[config.mk]
export PLATFORM = sky130hd
export DESIGN_NAME = etpc_lane
export DESIGN_NICKNAME = d
export VERILOG_FILES = /design/src/design/etpc_pkg.sv /design/src/design/etpc_lane.sv
export SDC_FILE = /design/constraint.sdc
export NUM_CORES = 2
export LEC_CHECK = 0
export BUFFER_PORTS_ARGS = -buffer_cell sky130_fd_sc_hd__buf_2
export CORE_UTILIZATION = 53
export CTS_BUF_LIST = sky130_fd_sc_hd__clkbuf_2
export CTS_CLUSTER_DIAMETER = 40
export DETAILED_ROUTE_END_ITERATION = 8
export PLACE_DENSITY = 0.72
export SYNTH_ARGS = -nofsm -noshare
export SYNTH_HDL_FRONTEND = slang
export SYNTH_SLANG_ARGS = --single-unit
[constraint.sdc]
create_clock -name clk -period 8.95 [get_ports clk]
set_clock_uncertainty 0.2 [all_clocks]
set_input_delay 0.4475 -clock clk [delete_from_list [all_inputs] [get_ports clk]]
set_output_delay 0.4475 -clock clk [all_outputs]
set_load 0.005 [all_outputs]
[src/design/etpc_pkg.sv]
// ----------------------------------------------------------------------------
// etpc_pkg
// Shared types, constants and helpers of the encoder turn pulse controller.
// ----------------------------------------------------------------------------
package etpc_pkg;

	localparam int COUNT_W  = 32;               // encoder count
	localparam int COEF_W   = 24;               // per-wheel coefficient, Q8.16
	localparam int PROD_W   = COUNT_W + COEF_W; // one wheel's share, Q40.16
	localparam int HEAD_W   = PROD_W + 2;       // exact sum of three shares
	localparam int ERR_W    = HEAD_W + 1;       // target minus heading
	localparam int OUT_W    = 32;               // saturated heading port
	localparam int TIME_W   = 63;               // microsecond time
	localparam int ROUTE_W  = 8;
	localparam int DRIVE_W  = 2;
	localparam int CFG_IDX_W = 2;

	// Pulse phase is only needed while the turn is younger than the timeout,
	// so 24 bits of elapsed time cover it.
	localparam int PHASE_W     = 24;
	localparam int REM_W       = PHASE_W + 1;
	localparam int RECIP       = 21474;         // floor(2^32 / 200000)
	localparam int RECIP_W     = 15;
	localparam int RECIP_SHIFT = 32;
	localparam int QPROD_W     = PHASE_W + RECIP_W;
	localparam int Q_W         = QPROD_W - RECIP_SHIFT;

	localparam int TARGET_Q16  = 30 * 65536;
	localparam int WINDOW_Q16  = 2 * 65536;
	localparam int BIG_ERR_Q16 = 10 * 65536;

	localparam int SETTLE_US       = 300000;
	localparam int TIMEOUT_US      = 10000000;
	localparam int PULSE_PERIOD_US = 200000;
	localparam int PULSE_LONG_US   = 60000;
	localparam int PULSE_SHORT_US  = 40000;

	localparam logic [CFG_IDX_W-1:0] CFG_COEF_A = 2'd0;
	localparam logic [CFG_IDX_W-1:0] CFG_COEF_B = 2'd1;
	localparam logic [CFG_IDX_W-1:0] CFG_COEF_D = 2'd2;

	localparam logic ACT_BEGIN = 1'b0;
	localparam logic ACT_STEP  = 1'b1;

	localparam logic [ROUTE_W-1:0] ROUTE_POS = 8'd1;
	localparam logic [ROUTE_W-1:0] ROUTE_NEG = 8'd2;

	localparam logic [DRIVE_W-1:0] DRIVE_OFF = 2'b00;
	localparam logic [DRIVE_W-1:0] DRIVE_POS = 2'b01;
	localparam logic [DRIVE_W-1:0] DRIVE_NEG = 2'b11;

	// Lane control, common to all three wheels
	typedef struct packed {
		logic accept;      // item taken this cycle
		logic begin_item;  // that item begins a turn
		logic take;        // first stage loads
	} lane_ctl_t;

	// Per-item facts resolved at the first stage
	typedef struct packed {
		logic               is_step;
		logic [ROUTE_W-1:0] route;
		logic               settled;
		logic               timed_out;
		logic [PHASE_W-1:0] since_begin;
	} item_info_t;

	// Pipeline moves between stage two and the result register
	typedef struct packed {
		logic take2;
		logic load_out;
	} merge_ctl_t;

	// Start of the pulse period that holds a given quotient
	function automatic logic [REM_W-1:0] period_base(input logic [Q_W-1:0] q);
		return REM_W'(q) * REM_W'(PULSE_PERIOD_US);
	endfunction

endpackage

[src/design/etpc_lane.sv]
// ----------------------------------------------------------------------------
// etpc_lane
// One wheel: holds start and last count, forms the wrapped count delta
// times the wheel coefficient, and flags a count change.
// ----------------------------------------------------------------------------
module etpc_lane (
	input  logic                               clk,
	input  logic                               arst_n,
	input  etpc_pkg::lane_ctl_t                ctl,
	input  logic [etpc_pkg::COUNT_W-1:0]       count,
	input  logic signed [etpc_pkg::COEF_W-1:0] coef,
	output logic                               changed,
	output logic signed [etpc_pkg::PROD_W-1:0] prod_s1
);
	import etpc_pkg::*;

	logic [COUNT_W-1:0]       start_q;
	logic [COUNT_W-1:0]       last_q;
	logic signed [COUNT_W-1:0] delta;
	logic signed [PROD_W-1:0]  prod;

	assign delta   = signed'(count - start_q);
	assign prod    = delta * coef;
	assign changed = (count != last_q);

	always_ff @(posedge clk or negedge arst_n) begin
		if (!arst_n) begin
			start_q <= '0;
			last_q  <= '0;
		end else if (ctl.accept) begin
			if (ctl.begin_item) begin
				start_q <= count;
			end
			last_q <= count;
		end
	end

	always_ff @(posedge clk) begin
		if (ctl.take) begin
			prod_s1 <= prod;
		end
	end

endmodule

-- Word level (Yosys, flattened, before mapping)
Cells that the tools add are included.
- output and inout port bits: 57
- flip-flop bits (word level): 120
- logic and storage cells: 7
- $add $sub $neg: 1
- multipliers: 1
- reduce and logical (&&, ||, !) cells: 1
- eq/ne operators: 1
- operator list (operator ; number):
    $mul A32 B24 Y56 ; 1
    $ne A32 B32 Y1 ; 1
    $sub A32 B32 Y32 ; 1
    $reduce_and A2 Y1 ; 1

-- Logic depth before layout (Yosys ltp)
- depth after elaboration: 2
- depth in mapped cells: 38
- depth with buffers taken out: 36

-- Worst setup path after synthesis
OpenSTA, ideal clock, no wires.
- path type: input to register
- from: input count[0] in the netlist's numbering
- to: register prod_s1[52] in the netlist's numbering, data pin
- setup time: 258 ps
- stages: 35
- path buffers: 3
- data required time: 8492 ps
- setup slack: -551 ps
- arrival: 9043 ps
- cell sequence: inv_1 -> ha_1 -> fa_1 -> nor2b_1 -> o31a_1 -> o31ai_4 -> o31ai_1 -> a31oi_1 -> o311ai_1 -> xor2_1 -> clkbuf_1 -> and2_1 -> fa_1 -> fa_1 -> fa_1 -> inv_1 -> fa_1 -> fa_1 -> inv_1 -> fa_1 -> inv_1 -> fa_1 -> inv_1 -> ha_1 -> clkbuf_1 -> a21oi_1 -> o211ai_1 -> a2111oi_0 -> o31ai_1 -> or2_1 -> clkbuf_1 -> a41oi_1 -> o211ai_1 -> a21boi_1 -> xnor2_1
- longest elaborated chain between the ends: 2
- RTL lines (what ; RTL line ; RTL):
    from (decl) ; etpc_lane.sv:10 ; input logic [etpc_pkg::COUNT_W-1:0] count,
    $sub A32 B32 Y32 ; etpc_lane.sv:22 ; assign delta = signed'(count - start_q);
    $mul A32 B24 Y56 ; etpc_lane.sv:23 ; assign prod = delta * coef;
    via prod[52] ; etpc_lane.sv:20 ; logic signed [PROD_W-1:0] prod;
    to (signal assigned) ; etpc_lane.sv:40 ; prod_s1 <= prod;
    to (decl) ; etpc_lane.sv:13 ; output logic signed [etpc_pkg::PROD_W-1:0] prod_s1
The timed path passes the listed nets, and every way through them passes these cells.
A chain may end at the register's enable or synchronous reset.

-- Final worst setup path
- from: register start_q[0]
- to: register prod_s1[48] in the netlist's numbering, data pin
- longest elaborated chain between the ends: 2
- RTL lines (what ; RTL line ; RTL):
    from (decl) ; etpc_lane.sv:17 ; logic [COUNT_W-1:0] start_q;
    from (signal assigned) ; etpc_lane.sv:32 ; start_q <= count;
    $sub A32 B32 Y32 ; etpc_lane.sv:22 ;
    $mul A32 B24 Y56 ; etpc_lane.sv:23 ;
    via prod[48] ; etpc_lane.sv:20 ;
The timed path passes the listed nets, and every way through them passes these cells.

==> out/metrics.cfg <==
[outcome]
status=finished with violations
failed_checks=negative setup slack

[global_routing]
grt_use_total_pct=30.9
antenna_found_initial=5
first_global_vias=29300
globalRouteOverflowTotal=0
maximum_number_of_pins_on_one_net_before_global_route_repair=65
first_pass_grt_wire_length_um=157000

[critical_path]
critical_path_required_ns=9.50
worst-path-buf-inv=7
length_in_cells_of_the_worst_reg_to_reg_path=34
worst_path_max_delay_cell=sky130_fd_sc_hd__fa_1
path_common_cell=sky130_fd_sc_hd__fa_1
critical_path.max_stage_delay_ns=0.60
critical_path.endpoint_type=register
worst_ep_arrival_time_ns=10.00
critical_path.startpoint_type=register
critical_path_class=register to register
reg2reg_start=start_q[0]
r2r_end=prod_s1[48]
reg2reg_setup_slack_ns=-0.51
critPathMaxFanout=7
worst_path_dominant_cell_family=adder cells

[logic_synthesis]
ys_warn_count=0
synth_compound_area_share_pct=5.93
postSynth.topFlopCell=sky130_fd_sc_hd__dfrtp_1
synth-simple-area-share_pct=15.1
synthArstFlopShare_pct=53.3
mappedNetlistArea_sq_mm=0.0344
syn_avg_cell_area_sq_um=9.38
synthAdderAreaFrac_pct=52.3
ys_seq_elements=120
synth.lib_cells_used.distinct=70
synth_xor_area_share_pct=3.08
main_combinational_cell_family_by_area_after_synthesis=adder cells
synth.yosys.seq_area_share_pct=9.56
synthesis.instances=3662
syn-num-nets=4688
multiplexer_fraction_of_the_synthesized_cell_area_pct=2.81
synth_edf_count=56

[timing]
post-route-worst-setup-slack_ns=-0.507
period_needed_ns=9.46
drv_slew=0
final_hold_viol_count=0
rsz0062_at_grt=true
worst_slew_margin_rel_pct=17.4
timing.fmax_ghz=0.106
report.final.setup_viol=26
worst_pin_slew_ns=1.23
fin_setup_tns_ns=-7.95
timing.final.crit_share_pct=106

[floorplan]
dieHeight_um=257
die_width_um=257
floorplan.core_area_sq_mm=0.0635
core.rowCount=92
total_die_area_sq_mm=0.0658
initial_utilization_pct=54.1
design.portCount=118

[routing]
detail_route.first_pass.iterations=6
wl_met3_um=7190
detail-route-antenna-nets=0
routedLengthMet1_um=39300
wl_um=98000
detailroute.via_count=27300
detailedRoute.firstIterationViolations=2148
remaining_drc_errors=0
highest_layer=met5
post_drt_via_cell_ratio=5.47
avgRoutedWirePerCell_um=19.6
routed-wl-met2_um=47500

[placement]
placement.io_buffers=117
placement.setup.worst_slack_ns=-1.02
gp_congestion=0.915
hpwl_um=77500

[clock_network]
clk_pin_slew_ns=0.45
clockRootBuffer=sky130_fd_sc_hd__clkbuf_2
cts_tree=yes
clock_tree.buffer_depth=2
cts.sinks=120
insertion_delay_ns=1.12
numCtsBuffers=17
h-tree-depth=4

[job]
maxCapViolCount=0

[layout]
fill_cells=4909
finish.utilization_pct=65.7
nets=5153
post_route_cells_drive_above_1_share_pct=23.1
synthToLayoutAreaGrowth_pct=21.5

[hold_path]
hold_path.class=input pin to register
min_delay_worst_endpoint=start_q[16]
hold_path.startpoint=count[16]
whs_path_depth=4

==> what timing repair did <==
action                                  in CTS  in global routing
buffers inserted                            17                 47
endpoints found under the setup margin      28                 32
pin swaps                                   73                155
resized for setup                          136                135
hold buffers                                43                  0
gates cloned                                 0                  3
endpoints found under the hold margin      186                  0
==> metal layers <==
layer / track usage, % / vias up
li1: - / 12000
met1: 40.2 / 13900
met2: 51.8 / 1122
met3: 5.15 / 253
met4: 11.7 / 2
met5: 0 / -
==> logic make-up (layout without fill, tap and decap cells) <==
kind of cell,after synthesis,count (layout)
and+or+nand+nor,1048,1048
AOI/OAI and AO/OA,298,298
buffers and inverters,1023,1500
xor gates and xnor gates,121,122
other,0,5
adders and majority gates,965,965
muxes,87,87
DFF,120,120
==> worst max-delay path by stage <==
stage / cells past startpoint / endpoint / start
finish: 34 / prod_s1[48] / start_q[0]
global route: 34 / prod_s1[53] / start_q[20]
CTS: 33 / prod_s1[53] / start_q[0]
detailed placement: 37 / prod_s1[55] / count[0]
global placement: 35 / prod_s1[52] / count[0]
floorplan: 33 / prod_s1[53] / count[0]
==> cells in the mapped netlist (all sizes together) (12+ instances only) <==
master,n,share of area [%]
a311oi,16,0.41
o21bai,14,0.31
nor4,15,0.27
or3b,13,0.33
o21a,12,0.26
o21ai,35,0.51
nand2,477,5.2
nand2b,52,0.95
edfxtp,56,4.9
xor2,24,0.61
a21o,41,0.90
and2,243,4.4
a31oi,23,0.42
and3,21,0.38
xnor2,97,2.5
clkbuf,205,2.2
dfrtp,64,4.7
fa,784,46
nor2b,48,0.87
o211ai,32,0.71
a21oi,66,0.97
ha,181,6.6
mux2,75,2.5
mux2i,12,0.35
nand3,57,0.83
inv,807,8.8
nor2,57,0.62
nand4,29,0.53
==> cells in the final DEF (no fill, tap or decap), drive strengths merged, types with 19 or more instances in the layout <==
cell | synthesis | routed
clkbuf | 205 | 19
a21o | 41 | 41
edfxtp | 56 | 56
dfrtp | 64 | 64
buf | 11 | 616
dlygate4sd3 | 0 | 43
a31oi | 23 | 23
xnor2 | 97 | 98
a21oi | 66 | 66
xor2 | 24 | 24
nor2 | 57 | 57
inv | 807 | 817
o211ai | 32 | 32
nand3 | 57 | 57
nor2b | 48 | 48
and2 | 243 | 243
nand2 | 477 | 477
fa | 784 | 784
nand4 | 29 | 29
o21ai | 35 | 35
mux2 | 75 | 75
nand2b | 52 | 52
and3 | 21 | 21
ha | 181 | 181
==> tightest hold or removal path, delay by kind of cell <==
kind                   cells  cell delay, ns
buffers and inverters      3            0.82
muxes                      1            0.14
==> area by class of cell <==
type	count	area (sq um)	area share, %
multi-input combinational	2520	28800	68.9
inverter	807	3050	7.31
clock inverter	15	156	0.375
sequential	120	3280	7.87
tap	846	1060	2.54
clock buffer	17	85.1	0.204
antenna	5	12.5	0.0300
timing repair buffer	661	5330	12.8
==> metrics by stage <==
stage                     cells  area [sq um]  hold WS [ns]
after floorplan            3662         34700       -0.0481
after global placement     4851         39300         0.287
after detailed placement   4851         39300         0.293
after CTS                  4942         40700       0.00105
after global routing       4988         41700        0.0568
final                      4991         41700        0.0789
==> state kept, by name (all words and copies together) (netlist names) <==
name,flops
last_q,32
prod_s1,56
start_q,32
Power is not shown: default switching activity piles up to over one toggle a cycle in this logic, so the estimate is an artifact.
