### src/design/etpc_pkg.sv
// ----------------------------------------------------------------------------
// etpc_pkg
// Shared types, constants and helpers of the encoder turn pulse controller.
// ----------------------------------------------------------------------------
package etpc_pkg;

	localparam int COUNT_W  = 32;               // encoder count
	localparam int COEF_W   = 24;               // per-wheel coefficient, Q8.16
	localparam int PROD_W   = COUNT_W + COEF_W; // one wheel's share, Q40.16
	localparam int HEAD_W   = PROD_W + 2;       // exact sum of three shares
	localparam int ERR_W    = HEAD_W + 1;       // target minus heading
	localparam int OUT_W    = 32;               // saturated heading port
	localparam int TIME_W   = 63;               // microsecond time
	localparam int ROUTE_W  = 8;
	localparam int DRIVE_W  = 2;
	localparam int CFG_IDX_W = 2;

	// Pulse phase is only needed while the turn is younger than the timeout,
	// so 24 bits of elapsed time cover it.
	localparam int PHASE_W     = 24;
	localparam int REM_W       = PHASE_W + 1;
	localparam int RECIP       = 21474;         // floor(2^32 / 200000)
	localparam int RECIP_W     = 15;
	localparam int RECIP_SHIFT = 32;
	localparam int QPROD_W     = PHASE_W + RECIP_W;
	localparam int Q_W         = QPROD_W - RECIP_SHIFT;

	localparam int TARGET_Q16  = 30 * 65536;
	localparam int WINDOW_Q16  = 2 * 65536;
	localparam int BIG_ERR_Q16 = 10 * 65536;

	localparam int SETTLE_US       = 300000;
	localparam int TIMEOUT_US      = 10000000;
	localparam int PULSE_PERIOD_US = 200000;
	localparam int PULSE_LONG_US   = 60000;
	localparam int PULSE_SHORT_US  = 40000;

	localparam logic [CFG_IDX_W-1:0] CFG_COEF_A = 2'd0;
	localparam logic [CFG_IDX_W-1:0] CFG_COEF_B = 2'd1;
	localparam logic [CFG_IDX_W-1:0] CFG_COEF_D = 2'd2;

	localparam logic ACT_BEGIN = 1'b0;
	localparam logic ACT_STEP  = 1'b1;

	localparam logic [ROUTE_W-1:0] ROUTE_POS = 8'd1;
	localparam logic [ROUTE_W-1:0] ROUTE_NEG = 8'd2;

	localparam logic [DRIVE_W-1:0] DRIVE_OFF = 2'b00;
	localparam logic [DRIVE_W-1:0] DRIVE_POS = 2'b01;
	localparam logic [DRIVE_W-1:0] DRIVE_NEG = 2'b11;

	// Lane control, common to all three wheels
	typedef struct packed {
		logic accept;      // item taken this cycle
		logic begin_item;  // that item begins a turn
		logic take;        // first stage loads
	} lane_ctl_t;

	// Per-item facts resolved at the first stage
	typedef struct packed {
		logic               is_step;
		logic [ROUTE_W-1:0] route;
		logic               settled;
		logic               timed_out;
		logic [PHASE_W-1:0] since_begin;
	} item_info_t;

	// Pipeline moves between stage two and the result register
	typedef struct packed {
		logic take2;
		logic load_out;
	} merge_ctl_t;

	// Start of the pulse period that holds a given quotient
	function automatic logic [REM_W-1:0] period_base(input logic [Q_W-1:0] q);
		return REM_W'(q) * REM_W'(PULSE_PERIOD_US);
	endfunction

endpackage

### src/design/etpc_merge.sv
// ----------------------------------------------------------------------------
// etpc_merge
// Sums the lane shares into the heading, works out the pulse phase, and
// runs the turn decision that drives the result register.
// ----------------------------------------------------------------------------
module etpc_merge (
	input  logic                                clk,
	input  logic                                arst_n,
	input  etpc_pkg::merge_ctl_t                ctl,
	input  etpc_pkg::item_info_t                info_s1,
	input  logic signed [etpc_pkg::PROD_W-1:0]  prod_a_s1,
	input  logic signed [etpc_pkg::PROD_W-1:0]  prod_b_s1,
	input  logic signed [etpc_pkg::PROD_W-1:0]  prod_d_s1,
	output logic [etpc_pkg::DRIVE_W-1:0]        drive,
	output logic                                turn_done,
	output logic                                turn_failed,
	output logic [etpc_pkg::OUT_W-1:0]          heading_q16
);
	import etpc_pkg::*;

	localparam logic [OUT_W-1:0] HEAD_MAX = {1'b0, {(OUT_W-1){1'b1}}};
	localparam logic [OUT_W-1:0] HEAD_MIN = {1'b1, {(OUT_W-1){1'b0}}};

	item_info_t              info_s2;
	logic signed [HEAD_W-1:0] head_s2;
	logic [Q_W-1:0]          q_s2;

	logic signed [HEAD_W-1:0] head_sum;
	logic [QPROD_W-1:0]      qprod;

	logic signed [ERR_W-1:0] target;
	logic signed [ERR_W-1:0] err;
	logic signed [ERR_W-1:0] aerr;
	logic                    in_window;
	logic                    big_err;
	logic [REM_W-1:0]        rem_est;
	logic [REM_W-1:0]        phase;
	logic [REM_W-1:0]        limit;
	logic                    pulse_on;
	logic [OUT_W-1:0]        head_sat;

	logic running_q, done_q, failed_q, tneg_q;
	logic running_n, done_n, failed_n, tneg_n;
	logic [DRIVE_W-1:0] drive_n;
	logic [OUT_W-1:0]   head_n;

	logic [DRIVE_W-1:0] drive_q;
	logic               turn_done_q;
	logic               turn_failed_q;
	logic [OUT_W-1:0]   heading_q;

	// stage two: exact heading sum and period quotient estimate
	assign head_sum = HEAD_W'(prod_a_s1) + HEAD_W'(prod_b_s1) + HEAD_W'(prod_d_s1);
	assign qprod    = QPROD_W'(info_s1.since_begin) * QPROD_W'(RECIP);

	always_ff @(posedge clk) begin
		if (ctl.take2) begin
			info_s2 <= info_s1;
			head_s2 <= head_sum;
			q_s2    <= qprod[QPROD_W-1:RECIP_SHIFT];
		end
	end

	// error against target
	assign target    = tneg_q ? -ERR_W'(TARGET_Q16) : ERR_W'(TARGET_Q16);
	assign err       = target - ERR_W'(head_s2);
	assign aerr      = err[ERR_W-1] ? -err : err;
	assign in_window = (aerr <= ERR_W'(WINDOW_Q16));
	assign big_err   = (aerr > ERR_W'(BIG_ERR_Q16));

	// quotient estimate is exact or one short: one correction step
	assign rem_est  = {1'b0, info_s2.since_begin} - period_base(q_s2);
	assign phase    = (rem_est >= REM_W'(PULSE_PERIOD_US)) ?
	                  rem_est - REM_W'(PULSE_PERIOD_US) : rem_est;
	assign limit    = big_err ? REM_W'(PULSE_LONG_US) : REM_W'(PULSE_SHORT_US);
	assign pulse_on = (phase < limit);

	always_comb begin
		if (head_s2[HEAD_W-1:OUT_W-1] == '0 || head_s2[HEAD_W-1:OUT_W-1] == '1) begin
			head_sat = head_s2[OUT_W-1:0];
		end else begin
			head_sat = head_s2[HEAD_W-1] ? HEAD_MIN : HEAD_MAX;
		end
	end

	always_comb begin
		running_n = running_q;
		done_n    = done_q;
		failed_n  = failed_q;
		tneg_n    = tneg_q;
		drive_n   = DRIVE_OFF;
		head_n    = head_sat;
		if (!info_s2.is_step) begin
			running_n = 1'b1;
			tneg_n    = (info_s2.route != ROUTE_POS);
			done_n    = 1'b0;
			failed_n  = (info_s2.route != ROUTE_POS) && (info_s2.route != ROUTE_NEG);
			head_n    = '0;
		end else if (!running_q) begin
			head_n = '0;
		end else if (!done_q && !failed_q) begin
			if (in_window && info_s2.settled) begin
				done_n = 1'b1;
			end else if (info_s2.timed_out) begin
				failed_n = 1'b1;
			end else if (!in_window && pulse_on) begin
				drive_n = err[ERR_W-1] ? DRIVE_NEG : DRIVE_POS;
			end
		end
	end

	always_ff @(posedge clk or negedge arst_n) begin
		if (!arst_n) begin
			running_q <= 1'b0;
			done_q    <= 1'b0;
			failed_q  <= 1'b0;
			tneg_q    <= 1'b0;
		end else if (ctl.load_out) begin
			running_q <= running_n;
			done_q    <= done_n;
			failed_q  <= failed_n;
			tneg_q    <= tneg_n;
		end
	end

	always_ff @(posedge clk) begin
		if (ctl.load_out) begin
			drive_q       <= drive_n;
			turn_done_q   <= done_n;
			turn_failed_q <= failed_n;
			heading_q     <= head_n;
		end
	end

	assign drive       = drive_q;
	assign turn_done   = turn_done_q;
	assign turn_failed = turn_failed_q;
	assign heading_q16 = heading_q;

	a_done_failed_excl: assert property (@(posedge clk) disable iff (!arst_n)
		!(done_q && failed_q))
		else $error("turn both done and failed");

	a_flags_need_run: assert property (@(posedge clk) disable iff (!arst_n)
		(done_q || failed_q) |-> running_q)
		else $error("turn flag set without a started turn");

	a_drive_only_active: assert property (@(posedge clk) disable iff (!arst_n)
		$past(ctl.load_out) && drive_q != DRIVE_OFF |-> !turn_done_q && !turn_failed_q)
		else $error("drive pulse on a finished turn");

endmodule

### config.mk
export PLATFORM = sky130hd
export DESIGN_NAME = etpc_merge
export DESIGN_NICKNAME = d
export VERILOG_FILES = /design/src/design/etpc_pkg.sv /design/src/design/etpc_merge.sv
export SDC_FILE = /design/constraint.sdc
export NUM_CORES = 1
export LEC_CHECK = 0
export BUFFER_PORTS_ARGS = -buffer_cell sky130_fd_sc_hd__buf_2
export CORE_MARGIN = 3
export CORE_UTILIZATION = 30
export CTS_BUF_LIST = sky130_fd_sc_hd__clkbuf_4 sky130_fd_sc_hd__clkbuf_8
export CTS_CLUSTER_SIZE = 10
export DETAILED_ROUTE_END_ITERATION = 8
export MAX_ROUTING_LAYER = met4
export PLACE_DENSITY = 0.54
export SYNTH_ARGS = -nofsm -noshare
export SYNTH_HDL_FRONTEND = slang
export SYNTH_SLANG_ARGS = --single-unit
### constraint.sdc
create_clock -name clk -period 11.2 [get_ports clk]
set_input_delay 1.12 -clock clk [delete_from_list [all_inputs] [get_ports clk]]
set_output_delay 1.12 -clock clk [all_outputs]
set_load 0.05 [all_outputs]
After elaboration in Yosys (flattened, before gate mapping)
Index checks and enable logic that the tools add are counted.
{ "totals": {"inputBits": 207, "regBits": 140} }
{ "op_classes": {"addsub": 6, "multipliers": 2, "eq_ne": 3, "mux": 16, "n_lt_le_gt_ge": 4, "n_reduce_logical": 12, "bitwise": 4} }
{ "op_table": {"columns": ["op", "count"], "rows": [
  ["$mux W59", 2],
  ["$mux W32", 2],
  ["$gt A59 B21 Y1 const B", 1],
  ["$le A59 B19 Y1 const B", 1],
  ["$neg A59 Y59", 1],
  ["$sub A59 B58 Y59", 1],
  ["$add A57 B56 Y58", 1],
  ["$add A56 B56 Y57", 1],
  ["$mul A24 B14 Y38 const B", 1],
  ["$eq A27 B27 Y1 const B", 1],
  ["$logic_not A27 Y1", 1],
  ["$ge A25 B18 Y1 const B", 1],
  ["$lt A25 B16 Y1", 1],
  ["$mux W25", 1],
  ["$sub A24 B25 Y25", 1],
  ["$sub A25 B18 Y25 const B", 1],
  ["$mul A7 B12 Y19 const B", 1],
  ["$mux W15", 1],
  ["$mux W1", 9],
  ["$ne A8 B1 Y1 const B", 1],
  ["$ne A8 B2 Y1 const B", 1],
  ["$reduce_or A6 Y1", 1],
  ["$logic_and A1 B1 Y1", 4],
  ["$not A1 Y1", 4],
  ["4 further kinds", 7]
]} }

Logic depth before layout (Yosys ltp)
Gate-level depths: netlist of the first run.
{ "logic_depth": {"word_depth": 10, "depth_mapped": 38, "mapped_depth_nobuf": 37} }

Worst setup path before layout of the first run
Ideal clock, no wire load.
{ "synth_path": {"path_kind": "register -> register", "startpoint": "reg q_s2[1]", "endpoint": "reg drive_q[1], in the netlist drive[1] (data pin)", "setup_time_ns": 0.131, "arrival_ns": 6.990, "period_less_slack_ns": 7.120, "path_buffers": 1, "setup_slack_ns": 4.080, "path_stages_with_launch": 33, "cell_sequence": "edfxtp_1 -> ha_1 -> ha_1 -> ha_1 -> inv_1 -> fa_1 -> inv_1 -> ha_1 -> a31oi_1 -> nor2b_1 -> o21a_1 -> o21a_1 -> o21a_1 -> o21ai_0 -> a21oi_1 -> a21oi_1 -> xor2_1 -> ha_1 -> nor2b_1 -> a31o_2 -> or2_2 -> a221o_1 -> xnor2_1 -> and3_1 -> buf_1 -> nor3_1 -> xor2_1 -> ha_1 -> a21oi_1 -> nor2_1 -> a211oi_1 -> and4_1 -> o211a_1"} }
{ "synth_via": {"elab_chain_len": 8, "elab_cells_between_ends": 9} }
{ "synth_lines": {"columns": ["item", "line_no", "rtl"], "rows": [
  ["start, declared", "etpc_merge.sv:26", "logic [Q_W-1:0] q_s2;"],
  ["start signal, assigned", "etpc_merge.sv:60", "q_s2 <= qprod[QPROD_W-1:RECIP_SHIFT];"],
  ["$mul A7 B12 Y19 *", "etpc_pkg.sv:76", "return REM_W'(q) * REM_W'(PULSE_PERIOD_US);"],
  ["$sub A24 B25 Y25 *", "etpc_merge.sv:72", "assign rem_est = {1'b0, info_s2.since_begin} - period_base(q_s2);"],
  ["$sub A25 B18 Y25 or $ge A25 B18 Y1 (tied branches)", "etpc_merge.sv:74, etpc_merge.sv:73", null],
  ["$mux W25 *", "etpc_merge.sv:73", "assign phase = (rem_est >= REM_W'(PULSE_PERIOD_US)) ?"],
  ["$lt A25 B16 Y1 *", "etpc_merge.sv:76", "assign pulse_on = (phase < limit);"],
  ["$logic_and A1 B1 Y1 *", "etpc_merge.sv:106", "end else if (!in_window && pulse_on) begin"],
  ["$not A1 Y1 (no source line) *", null, null],
  ["$reduce_or A6 Y1 (no source line) *", null, null],
  ["end signal, assigned", "etpc_merge.sv:128", "drive_q <= drive_n;"],
  ["end, declared", "etpc_merge.sv:47", "logic [DRIVE_W-1:0] drive_q;"]
]} }
Mark *: on every way between the ends. The rest lies on a longest branch, timed or not.
A chain may end at the register's enable or synchronous reset.

Worst setup path in the final report of the first run
{ "layout_path": {"startpoint": "reg head_s2[1]", "endpoint": "reg drive_q[1], in the netlist drive[1] (data pin)"} }
{ "layout_via": {"elab_chain_len": 9, "elab_cells_between_ends": 13} }
{ "layout_lines": {"columns": ["item", "line_no", "rtl"], "rows": [
  ["start, declared", "etpc_merge.sv:25", "logic signed [HEAD_W-1:0] head_s2;"],
  ["start signal, assigned", "etpc_merge.sv:59", "head_s2 <= head_sum;"],
  ["$sub A59 B58 Y59 *", "etpc_merge.sv:66", "assign err = target - ERR_W'(head_s2);"],
  ["$neg A59 Y59", "etpc_merge.sv:67", "assign aerr = err[ERR_W-1] ? -err : err;"],
  ["$mux W59", "etpc_merge.sv:67", null],
  ["$gt A59 B21 Y1", "etpc_merge.sv:69", "assign big_err = (aerr > ERR_W'(BIG_ERR_Q16));"],
  ["$mux W15", "etpc_merge.sv:75", "assign limit = big_err ? REM_W'(PULSE_LONG_US) : REM_W'(PULSE_SHORT_US);"],
  ["$lt A25 B16 Y1", "etpc_merge.sv:76", null],
  ["$logic_and A1 B1 Y1", "etpc_merge.sv:106", null],
  ["$not A1 Y1 (no source line)", null, null],
  ["$reduce_or A6 Y1 (no source line)", null, null]
]} }
Marks and branches as above.

==> flow_metrics.tcl, run 1 <==
set metrics [dict create \
    wl_per_cell_um 17.4 \
    synth_top_area_share_pct 18.0 \
    grt_pass1_wl_um 100000 \
    min_period_ns 7.80 \
    synth_simple_gate_area_share_pct 17.1 \
    final_hold_viol_count 0 \
    initial_core_util_pct 30.4 \
    setup_viol 0 \
    die_width_um 278 \
    crit_required_ns 11.62 \
    drt_iter0_drc 1198 \
    grt_pass1_vias 18500 \
    maxSlewHeadroom_pct 32.6 \
    die_y_um 278 \
    synth-seq-area-share_pct 18.1 \
    max_freq_mhz 128 \
    synth-seq-cells 135 \
    worstHoldPathType "in2async" \
    final_nets 3354 \
    row_count 99 \
    path_clk_slew_ns 0.09 \
    synth_area_leaders "ha_1, edfxtp_1, fa_1" \
    cap_viol_max_count 0 \
    hpwl_um 52700 \
    synth_top_family_by_area "adder cells" \
    clock-root-buffer "clkbuf_8" \
    crit_arrival_ns 8.22 \
    post_cts_buffers 0 \
    final.setup_skew_ns 0.0273 \
    synthMuxAreaShare_pct 0.607 \
    tns_ns 0 \
    yosys.area.top_type "ha_1" \
    drtPass1Iterations 5 \
    syn-instance-count 2433 \
    ys_types 89 \
    clk_latency_ns 0.56 \
    status "complete, no violations" \
    async_reset_ff_share_pct 2.96 \
    critPathCaptureType "flop" \
    vias 18700 \
    worst_pin_slew_ns 1.00 \
    synth_compound_area_share_pct 18.5 \
    gp_congestion 0.910 \
    io_pins 243 \
    yosysMostFrequentCell "ha_1" \
    drive_gt1_share_pct 12.9 \
    cts_resized 0 \
    rsz0062_at_grt "false" \
    clock-sinks 135 \
    grt.overflow.total 0 \
    dieArea_sq_um 77500 \
    rrSetupSlack_ns 3.40 \
    synth_xor_area_share_pct 5.75 \
    routed_wl_um 63000 \
    track_usage_pct 16.8 \
    syn-num-nets 3145 \
    cts_hold_buf 0 \
    slew_viol_final 0 \
    cts_tree "yes" \
    ys.flop_type "edfxtp_1" \
    critPathMaxFanout 7 \
    drc 0 \
    cts.path.max_buffers 2 \
    critPathLaunchType "flop" \
    area_growth_syn_to_layout_pct 11.9 \
    cts-buffers-inserted 17 \
    io_buffer_count 242 \
    antenna_found_initial 2 \
    htreeDepth 4 \
    core_area_sq_um 73200 \
    critPathKind "reg2reg" \
    grt_max_degree 49 \
    yosys_warnings 0 \
    drt-vias-per-instance 5.17 \
    antenna_left 0 \
    synth_area_per_cell_sq_um 9.14 \
    fin_crit_sh_pct 69.6 \
    syn_area_sq_um 22200 \
    synth_edf_count 131 \
    synth_common_cells "ha_1, inv_1, fa_1" \
    synthAdderAreaFrac_pct 34.6 \
]
-- path summary, 6_finish.rpt --
path / depth (start not counted) / end / start
min in group clk: 1 / running_q / running_q
hold / removal: 1 / running_q / arst_n
setup reg to reg: 24 / drive[1] / head_s2[1]
setup / recovery: 24 / drive[1] / head_s2[1]
max in group asynchronous: 1 / tneg_q / arst_n
hold reg to reg: 1 / running_q / running_q
-- stage by stage --
| stage | util [%] | setup slack, ns | instance area, sq um | instances | hold slack, ns |
|---|---|---|---|---|---|
| detailed placement | 33.5 | 3.45 | 24500 | 3582 | 0.491 |
| global route | 34.0 | 2.64 | 24900 | 3616 | 0.304 |
| finish | 34.0 | 3.40 | 24900 | 3616 | 0.360 |
| CTS | 34.0 | 3.40 | 24900 | 3614 | 0.268 |
| floorplan | - | 4.08 | 22200 | 2433 | 0.464 |
| global placement | 33.5 | 3.59 | 24500 | 3582 | 0.490 |
-- layout make-up --
| cell class | instances | area, sq um |
|---|---|---|
| multi-input combinational | 1986 | 17000 |
| sequential | 135 | 4030 |
| inverter | 247 | 927 |
| clock buffer | 17 | 234 |
| antenna | 2 | 5.00 |
| timing repair buffer | 255 | 1310 |
| clock inverter | 15 | 149 |
| fill | 7621 | 48300 |
| tap | 959 | 1200 |
-- registers in the layout, summed over array words and instances, names as in the netlist, 2 cells and up --
register / count
head_s2: 58
heading_q16: 32
drive: 2
info_s2: 30
q_s2: 7
-- worst max-delay path, stage by stage (launching register included) --
cell and delay [ns]:
edfxtp_1 0.48, inv_1 0.15, ha_1 0.27, or4b_1 0.60, or3_1 0.42, or2_1 0.27
a221oi_1 0.60, nand4_1 0.40, nor3b_2 0.50, nand2_1 0.12, or4_1 0.60, o41a_1 0.46
o31ai_1 0.30, o311ai_0 0.20, nor4_1 0.43, o2111ai_2 0.22, nor3_1 0.45, inv_1 0.12
ha_1 0.33, a21oi_1 0.14, nand2_1 0.06, a21oi_1 0.11, o21ai_0 0.10, a21oi_1 0.19
o211a_1 0.16
-- metal layers --
| layer | track usage [%] | vias up | routed length [um] |
|---|---|---|---|
| met2 | 27.2 | 380 | 30000 |
| li1 | - | 9330 | - |
| met5 | - | - | 0 |
| met4 | 4.62 | 0 | 1380 |
| met1 | 21.7 | 8928 | 28700 |
| met3 | 2.77 | 58 | 2890 |
-- kinds of logic after synthesis --
kind of cell	Yosys count
fa+ha+maj	505
compound gates	613
flops	135
xor+xnor	146
mux	13
buf+inv	312
simple gates	709
-- cell usage in the layout (no fill, tap or decap), types with 15 or more instances in the layout --
master	instances
a211oi_1	16
a21o_1	68
a21oi_1	153
a31oi_1	24
and2_1	24
and3_1	29
buf_2	241
clkbuf_8	17
edfxtp_1	131
fa_1	185
ha_1	320
inv_1	247
nand2_1	132
nand2b_1	27
nand3_1	54
nand4_1	39
nor2_1	139
nor2b_1	27
nor3_1	68
nor4_1	41
o211ai_1	18
o21a_1	59
o21ai_0	99
o21bai_1	18
o31ai_1	20
or2_2	27
or3_1	34
or4_1	15
xnor2_1	85
xor2_1	61
Power of run 1 is left out: the tool's default activity adds up to more than one toggle a clock period on the data nets, which glitch-free logic cannot reach.
==> run 2, diff against run 1 <==
Settings changed: ABC_AREA set to 1.
Clock period 11.2 ns to 7.4 ns, I/O delays scaled along.
==> run 2 against run 1 <==
Largest cell class unchanged. Critical path type unchanged. Final cell count up 33%. Flip-flop and latch count unchanged. Utilization up 0.10 points. Clock skew about the same. Count of clock-buffer cells in the layout up 1. Synthesized cell count up 42%. Highest routed layer unchanged. First-iteration DRC count up 9.1%. Register-to-register slack worse by 3.0 ns. Hold slack better by 0.028 ns.
==> flow_metrics.tcl, run 2 <==
set metrics [dict create \
    synth_area_leaders "ha_1, edfxtp_1, fa_1" \
    critPathMaxFanout 8 \
    worstHoldPathType "in2reg" \
    critPathKind "reg2reg" \
    synth_top_area_share_pct 16.2 \
    fill_cells 8798 \
    syn_area_sq_um 24700 \
    regMostFlops "head_s2" \
    slew_viol_final 0 \
    final_cell_mix "nand2_1, inv_1, nor2_1, ha_1, buf_2" \
    fin_crit_sh_pct 94.0 \
    ys_types 57 \
    area_growth_syn_to_layout_pct 12.0 \
    cap_viol_max_count 0 \
    largest_reg_flops 58 \
    yosys_warnings 0 \
    final.setup_skew_ns 0.0270 \
    drtPass1Iterations 6 \
    dp_slack_ns 0.191 \
    grt_pass1_vias 22200 \
    max_freq_mhz 144 \
    synth-seq-area-share_pct 16.3 \
    layout_setup_ws_ns 0.442 \
    routed_wl_um 70600 \
    io_pins 243 \
    synth_top_family_by_area "adder cells" \
    setup_viol 0 \
    grt.overflow.total 0 \
    crit_required_ns 7.79 \
    die_y_um 293 \
    critPathLaunchType "flop" \
    clock-sinks 135 \
    clk_latency_ns 0.53 \
    crit_arrival_ns 7.35 \
    async_reset_ff_share_pct 2.96 \
    final_nets 4431 \
    drt-vias-per-instance 4.76 \
    syn-instance-count 3467 \
    initial_core_util_pct 30.5 \
    critPathCaptureType "flop" \
    synth_simple_gate_area_share_pct 30.5 \
    cts_tree "yes" \
    ys.flop_type "edfxtp_1" \
    whs_ns 0.388 \
    yosysMostFrequentCell "nand2_1" \
    cp_slowest_stage_delay_ns 0.52 \
    syn-num-nets 4179 \
    synth_common_cells "nand2_1, inv_1, ha_1" \
    final_hold_viol_count 0 \
    row_count 104 \
    antenna_left 0 \
    vias 22800 \
    die_width_um 293 \
    cpMostUsedCell "inv_1" \
    grt_max_degree 65 \
    yosys.area.top_type "ha_1" \
    grt_pass1_wl_um 115000 \
    io_buffer_count 242 \
    wl_per_cell_um 14.7 \
    clock-root-buffer "clkbuf_8" \
    cts-buffers-inserted 17 \
    synth_area_per_cell_sq_um 7.12 \
    antenna_found_initial 2 \
    synth_compound_area_share_pct 8.24 \
    htreeDepth 4 \
    cts.path.max_buffers 2 \
    synthMuxAreaShare_pct 0 \
    maxSlewHeadroom_pct 26.3 \
    multi_input_area_sq_um 18400 \
    synth_xor_area_share_pct 4.22 \
    synth-seq-cells 135 \
    min_period_ns 6.96 \
    final_core_util_pct 34.1 \
    status "complete, no violations" \
    dieArea_sq_um 85800 \
    track_usage_pct 17.1 \
    drt_iter0_drc 1307 \
    worst_pin_slew_ns 1.10 \
    cp_slowest_cell "edfxtp_1" \
    path_clk_slew_ns 0.10 \
    synthAdderAreaFrac_pct 31.2 \
    gp_congestion 0.919 \
    drive_gt1_share_pct 11.2 \
    drc 0 \
    regArea_sq_um 4030 \
    core_area_sq_um 81100 \
    synth_edf_count 131 \
    final_common_cell "nand2_1" \
    hpwl_um 61800 \
]
==> run 2: cell types whose count changed after synthesis, sizes merged, moves of 33 or more <==
cell    delta
nand2    +894
inv      +333
nor2     +222
nand3    +159
a21o      -55
o21a      -51
clkbuf    -48
xnor2     -46
a21oi     +43
nor3      -41
or3       -35
nand4     +34
nor4      -33
==> run 2: metal layers <==
layer	part of all wire [%]	routed length (um)	vias up	GRT usage, %
met2	45	31900	417	27.1
met4	1.4	990	0	3.51
met3	3.7	2620	59	1.33
met1	50	35100	10600	24.1
met5	0	0	-	-
li1	-	-	11700	-
==> run 2: kinds of logic after synthesis <==
logic type      after synthesis
fa+ha+maj                   505
buf+inv                     607
xor+xnor                    119
flops                       135
compound gates              362
simple gates               1739
==> run 2: critical path, delay by kind of cell (launching register included) <==
kind	cells	cell delay, ns
AND/OR/NAND/NOR	11	1.01
adder cells (fa/ha/maj)	7	2.23
AO/OA/AOI/OAI	14	2.05
XOR/XNOR	3	0.48
flip-flops	1	0.52
buffers and inverters	8	0.54
==> run 2: worst paths after layout <==
path                             startpoint           to  slack [ns]  cells past startpoint
min in group asynchronous            arst_n    running_q        0.60                      2
worst max register to register      q_s2[1]     drive[1]        0.44                     43
worst min register to register     failed_q     failed_q        0.52                      2
max in group asynchronous            arst_n       tneg_q        6.68                      2
worst max-delay path                q_s2[1]     drive[1]        0.44                     43
worst min-delay path            info_s1[34]  info_s2[34]        0.39                      1
==> run 2: layout make-up <==
type | count | share of cell area (%)
diodes | 2 | 0.0181
inverters | 584 | 7.93
well taps | 1060 | 4.80
multi-input cells | 2725 | 66.5
repair buffers | 256 | 4.78
clock inverters | 14 | 0.566
flip-flops and latches | 135 | 14.6
clock buffers | 18 | 0.873
==> run 2: metrics by stage <==
stage,instances,area [sq um],TNS [ns]
after floorplan,3467,24700,0
after global placement,4752,27100,0
after detailed placement,4752,27100,0
after CTS,4785,27500,0
after global routing,4794,27700,-0.0324
final,4794,27700,0
==> run 2: repair_timing <==
item / 4_1_cts / 5_1_grt
hold buffers: 1 / 0
setup buffers: 0 / 7
setup endpoints to repair: 0 / 2
gates resized for setup: 0 / 11
hold endpoints to repair: 4 / 0
Power of run 2 is left out for the same reason.
==> run 3, diff against run 2 <==
Settings changed: CORE_MARGIN 3 to not set, HOLD_SLACK_MARGIN set to 0.1.
==> run 3 against run 2 <==
Final cell count grew 0.13%. Hold slack gained 0.0014 ns. Count of clock-buffer cells in the layout is the same.
==> flow_metrics.tcl, run 3 (synthesis gave the netlist of run 2 again) <==
set metrics [dict create \
    dp_cells 4752 \
    final_hold_viol_count 0 \
    slew_viol_final 0 \
    critPathKind "reg2reg" \
    critPathLaunchType "flop" \
    routed_wl_um 69500 \
    clk_latency_ns 0.53 \
    cap_viol_max_count 0 \
    dp_slack_ns 0.156 \
    final_common_cell "nand2_1" \
    grt_pass1_vias 21600 \
    io_pins 243 \
    gp_congestion 0.906 \
    dieArea_sq_um 83500 \
    wl_per_cell_um 14.5 \
    path_clk_slew_ns 0.09 \
    fin_crit_sh_pct 93.1 \
    initial_core_util_pct 30.5 \
    cpLargestDelayFamily "adder cells" \
    drt-vias-per-instance 4.71 \
    final.setup_skew_ns 0.0227 \
    final_cells 4800 \
    die_y_um 289 \
    fill_cells 8786 \
    final_cell_mix "nand2_1, inv_1, nor2_1" \
    status "complete, no violations" \
    regArea_sq_um 4030 \
    cp_slowest_stage_delay_ns 0.50 \
    antenna_left 0 \
    cts_tree "yes" \
    drc 0 \
    crit_arrival_ns 7.17 \
    drive_gt1_share_pct 11.4 \
    final_core_util_pct 34.3 \
    die_width_um 289 \
    maxSlewHeadroom_pct 24.6 \
    critPathCaptureType "flop" \
    cp_slowest_cell "edfxtp_1" \
    worstHoldPathType "in2reg" \
    crit_required_ns 7.68 \
    htreeDepth 4 \
    track_usage_pct 17.3 \
    clock-root-buffer "clkbuf_8" \
    min_period_ns 6.89 \
    cpMostUsedCell "nand2_1" \
    worst_pin_slew_ns 1.10 \
    area_growth_syn_to_layout_pct 12.5 \
    io_buffer_count 242 \
    multi_input_area_sq_um 18400 \
    final_nets 4437 \
    cts-buffers-inserted 17 \
    largest_reg_flops 58 \
    drtPass1Iterations 6 \
    grt.overflow.total 0 \
    cts.path.max_buffers 2 \
    path_buf_inv 7 \
    clock-sinks 135 \
    regMostFlops "head_s2" \
    grt_max_degree 61 \
    vias 22600 \
    critPathMaxFanout 5 \
    grt_pass1_wl_um 111000 \
    layout_setup_ws_ns 0.510 \
    row_count 104 \
    setup_viol 0 \
    max_freq_mhz 145 \
    antenna_found_initial 2 \
    core_area_sq_um 80900 \
    drt_iter0_drc 1149 \
    hpwl_um 61000 \
]
-- run 3: changes by cell type in the layout (fill, tap and decap cells not counted), moves of 2 or more --
cell,before,now
bufinv_16,1,3
o21bai_1,15,17
a21oi_2,2,4
clkinv_2,1,3
ha_1,318,314
a21oi_1,196,194
buf_4,14,20
o21bai_2,2,0
clkinvlp_4,2,0
ha_4,2,6
-- run 3: area by class of cell --
class / count / share of cell area [%]
timing repair buffer: 262 / 4.92
multi-input combinational: 2725 / 66.3
clock inverter: 14 / 0.671
sequential: 135 / 14.5
tap: 1060 / 4.77
clock buffer: 18 / 0.869
inverter: 584 / 7.89
antenna: 2 / 0.0180
-- run 3: metrics by stage --
stage	hold WS [ns]	area (sq um)	setup TNS [ns]
after CTS	0.302	27600	0
final	0.390	27800	0
after global routing	0.337	27800	-0.126
after global placement	0.501	27100	0
after floorplan	0.444	24700	0
after detailed placement	0.509	27100	0
-- run 3: per-layer routing --
metal  up-vias  GRT usage, %  wire length [um]
met2       393          26.8             30800
met4         0          3.62               899
met5         -             -                 0
li1      11700             -                 -
met1     10500          24.5             35200
met3        46          1.43              2570
-- run 3: what timing repair did --
action                                 in CTS  in global routing
setup buffers                               0                 13
resized for setup                           0                 16
hold buffers                                1                  0
endpoints found under the hold margin       4                  0
setup endpoints to repair                   0                  2
-- run 3: path summary, 6_finish.rpt --
check	cells after the start	endpoint	slack [ns]	from
setup / recovery	42	drive[1]	0.51	q_s2[2]
hold / removal	1	info_s2[32]	0.39	info_s1[32]
setup reg to reg	42	drive[1]	0.51	q_s2[2]
hold reg to reg	2	failed_q	0.53	failed_q
max in group asynchronous	2	done_q	6.69	arst_n
min in group asynchronous	2	tneg_q	0.58	arst_n
Power of run 3 is left out for the same reason.
